[config.mk]
export PLATFORM = sky130hd
export DESIGN_NAME = pssd_ram
export DESIGN_NICKNAME = d
export VERILOG_FILES = /design/src/hdl/pssd_ram.sv
export SDC_FILE = /design/constraint.sdc
export NUM_CORES = 1
export LEC_CHECK = 0
export BUFFER_PORTS_ARGS = -buffer_cell sky130_fd_sc_hd__buf_2
export CORE_ASPECT_RATIO = 2
export CORE_MARGIN = 3
export CORE_UTILIZATION = 63
export CTS_BUF_LIST = sky130_fd_sc_hd__clkbuf_2
export DETAILED_ROUTE_END_ITERATION = 8
export PLACE_DENSITY = 0.92
export REMOVE_ABC_BUFFERS = 1
export SLEW_MARGIN = 20
export SYNTH_ARGS = -nofsm -noshare
export SYNTH_HDL_FRONTEND = slang
export SYNTH_SLANG_ARGS = --single-unit
[constraint.sdc]
create_clock -name clock -period 3.5 [get_ports clock]
set_clock_uncertainty 0.15 [all_clocks]
set_input_delay 1.05 -clock clock [delete_from_list [all_inputs] [get_ports clock]]
set_output_delay 1.05 -clock clock [all_outputs]
set_load 0.02 [all_outputs]
[src/hdl/pssd_ram.sv]
`timescale 1ns / 1ps
`default_nettype none
// ----------------------------------------------------------------------------
// pssd_ram
// Generic single-port-write, single-read RAM with registered read data.
// ----------------------------------------------------------------------------
module pssd_ram #(
   parameter int Width = 16,
   parameter int Depth = 16
) (
   input  wire logic                     clock,
   input  wire logic                     wr_en,
   input  wire logic [$clog2(Depth)-1:0] wr_addr,
   input  wire logic [Width-1:0]         wr_data,
   input  wire logic [$clog2(Depth)-1:0] rd_addr,
   output logic      [Width-1:0]         rd_data
);

   logic [Width-1:0] mem [Depth];

   // write and registered read
   always_ff @(posedge clock) begin
      if (wr_en) begin
         mem[wr_addr] <= wr_data;
      end
      rd_data <= mem[rd_addr];
   end

endmodule
`default_nettype wire

==> results.ini <==
[route]
first_iter_violations = 460
dr.pass1.iters = 5
drc = 0
drt-wirelength-per-cell_um = 26.7
wirelength_um = 20800
via_per_inst = 6.36
ant_nets = 0
vias = 4962

[placement]
dp_hpwl_um = 12500
dp_cells = 680
gp_congestion = 0.807
port_buffers = 41

[yosys]
syn_area_um2 = 10000
ys_ff_latch = 272
syn_inst = 432
avgSynthCellArea_um2 = 23.2
synth_top_family_by_area = multiplexers
synth_cell_type_count = 19
synth_compound_area_share_pct = 2.39
yosys.area_share.simple_pct = 1.92
ys_seq_area_share_pct = 79.7
synthMuxAreaShare_pct = 14.7
synthAdderAreaFrac_pct = 0
yosys_warnings = 0
synth_xor_area_share_pct = 0

[cts]
post_cts_buffers = 0
cts_root_buf = clkbuf_2
postCtsHoldBufs = 0
cts.sinks = 272
h-tree-depth = 2
clockBufferDepth = 3
insertion_delay_ps = 800
cts-resized-gates = 0
cts_tree = yes
cts_buffers = 53
path_clk_slew_ps = 130

[final_layout]
finalNonFillerCells = 780
area_growth_pct = 11.1
final_nets = 563
fillers = 846
drive_gt1_share_pct = 36.8
multi_input_comb_area_um2 = 1930
regArea_um2 = 8010

[power_and_ir_drop]
ir_drop_mv = 0.324
p_leak_nw = 3.79
total_power_mw = 5.80
power_density_nw_per_um2 = 520

[timing]
setup_tns_ps = 0
maxSlewHeadroom_pct = 36.6
post-route-period-util_pct = 72.6
fmax_mhz = 393
worstMarginPinSlew_ps = 951
setup_viol = 0
hold_viol = 0
grt_setup_unrepaired = false
fin_crit_ps = 2540
slew_viol_final = 0

[status]
status = completed

[worst_hold_path]
worstHoldPathType = in2reg

[global_routing]
grt_pass1_vias = 5249
grt_start_max_net_pins = 53
antenna_found_initial = 2
grt_first_pass_wirelength_um = 31200
grt_overflow_total = 0
grt_usage_pct = 25.4

[critical_path]
endpoint_kind = primary output
crit_family = flip-flops
startpoint_type = flip-flop
path_max_fanout = 1
crit_required_ps = 2300
arrival_ps = 1340
cpPeakStageDelay_ps = 380
critical_path_class = reg2out
cp_cell_sequence = buf_2
path_buf_inv = 1
cp_slowest_cell = dfxtp_1

[floorplanning]
ios = 42
die_area_um2 = 17600
core_area_um2 = 15500
rows = 64
initial_core_util_pct = 65.0
die_h_um = 185
die_x_um = 95.3

[run]
cap_violations = 0

-- layer usage --
layer / up-vias / wire length [um] / GRT usage [%]
li1: 2090 / - / -
met1: 2540 / 7220 / 33.6
met2: 275 / 11200 / 41.8
met3: 55 / 1730 / 4.94
met4: 2 / 692 / 10.3
met5: - / 10 / 0
-- final timing paths --
check	start	to	slack, ps	cells past startpoint
setup / recovery	rd_data[9]$_DFF_P_	rd_data[9]	960	1
hold reg to reg	mem[6][8]$_DFFE_PP_	rd_data[8]$_DFF_P_	530	3
hold / removal	wr_data[12]	mem[0][12]$_DFFE_PP_	460	1
setup reg to reg	mem[1][10]$_DFFE_PP_	rd_data[10]$_DFF_P_	1920	3
-- state kept, by name (all words and copies together), names as in the netlist --
signal   flops
mem        256
rd_data     16
-- power by group --
group | internal, mW | switching (mW)
Sequential | 3.64 | 0.0237
Clock | 0.688 | 1.11
Combinational | 0.138 | 0.205
-- layout make-up --
cell class | count | area share (%)
sequential | 272 | 71.7
multi-input combinational | 139 | 17.3
timing repair buffer | 71 | 4.21
clock buffer | 81 | 3.63
tap | 198 | 2.22
clock inverter | 18 | 0.841
antenna | 1 | 0.0224
-- cells in the final DEF (no fill, tap or decap) --
cell type,n
buf_12,3
clkinv_1,16
nand3b_1,2
buf_2,40
inv_2,1
and2_1,1
buf_4,28
mux4_2,54
nor2_1,12
edfxtp_1,256
nor3_2,4
nor2_2,1
clkbuf_2,81
bufinv_16,1
or3b_2,1
mux4_1,10
dfxtp_1,16
nand3_1,1
nand2_1,17
a22oi_1,32
nand2b_1,2
diode_2,1
nor2b_1,2
-- synth_stat cells (all sizes together) --
master / n / share of area, %
mux4: 64 / 15
buf: 13 / 0.93
or3b: 1 / 0.087
dfxtp: 16 / 3.2
nand3b: 2 / 0.15
edfxtp: 256 / 77
nor2b: 2 / 0.12
and2: 1 / 0.062
nand2: 17 / 0.64
nand3: 1 / 0.050
clkbuf: 8 / 0.30
nor2: 13 / 0.49
nor3: 4 / 0.20
a22oi: 32 / 2.4
nand2b: 2 / 0.12
-- metrics by stage --
step / hold slack [ps] / setup WS, ps / area, um2 / utilization [%]
floorplan: 485 / 245 / 9920 / -
finish: 459 / 958 / 11200 / 72.2
global placement: 495 / 620 / 10700 / 69.0
global route: 419 / 870 / 11200 / 72.2
detailed placement: 508 / 504 / 10700 / 69.0
CTS: 396 / 899 / 11200 / 72.2
-- logic make-up (layout without fill, tap and decap cells) --
group                  after synthesis  after routing
AOI/OAI and AO/OA                   32             32
DFF                                272            272
other                                0              1
muxes                               64             64
buffers and inverters               21            170
and+or+nand+nor                     43             43
No activity file was read; power rests on OpenSTA's default activity.
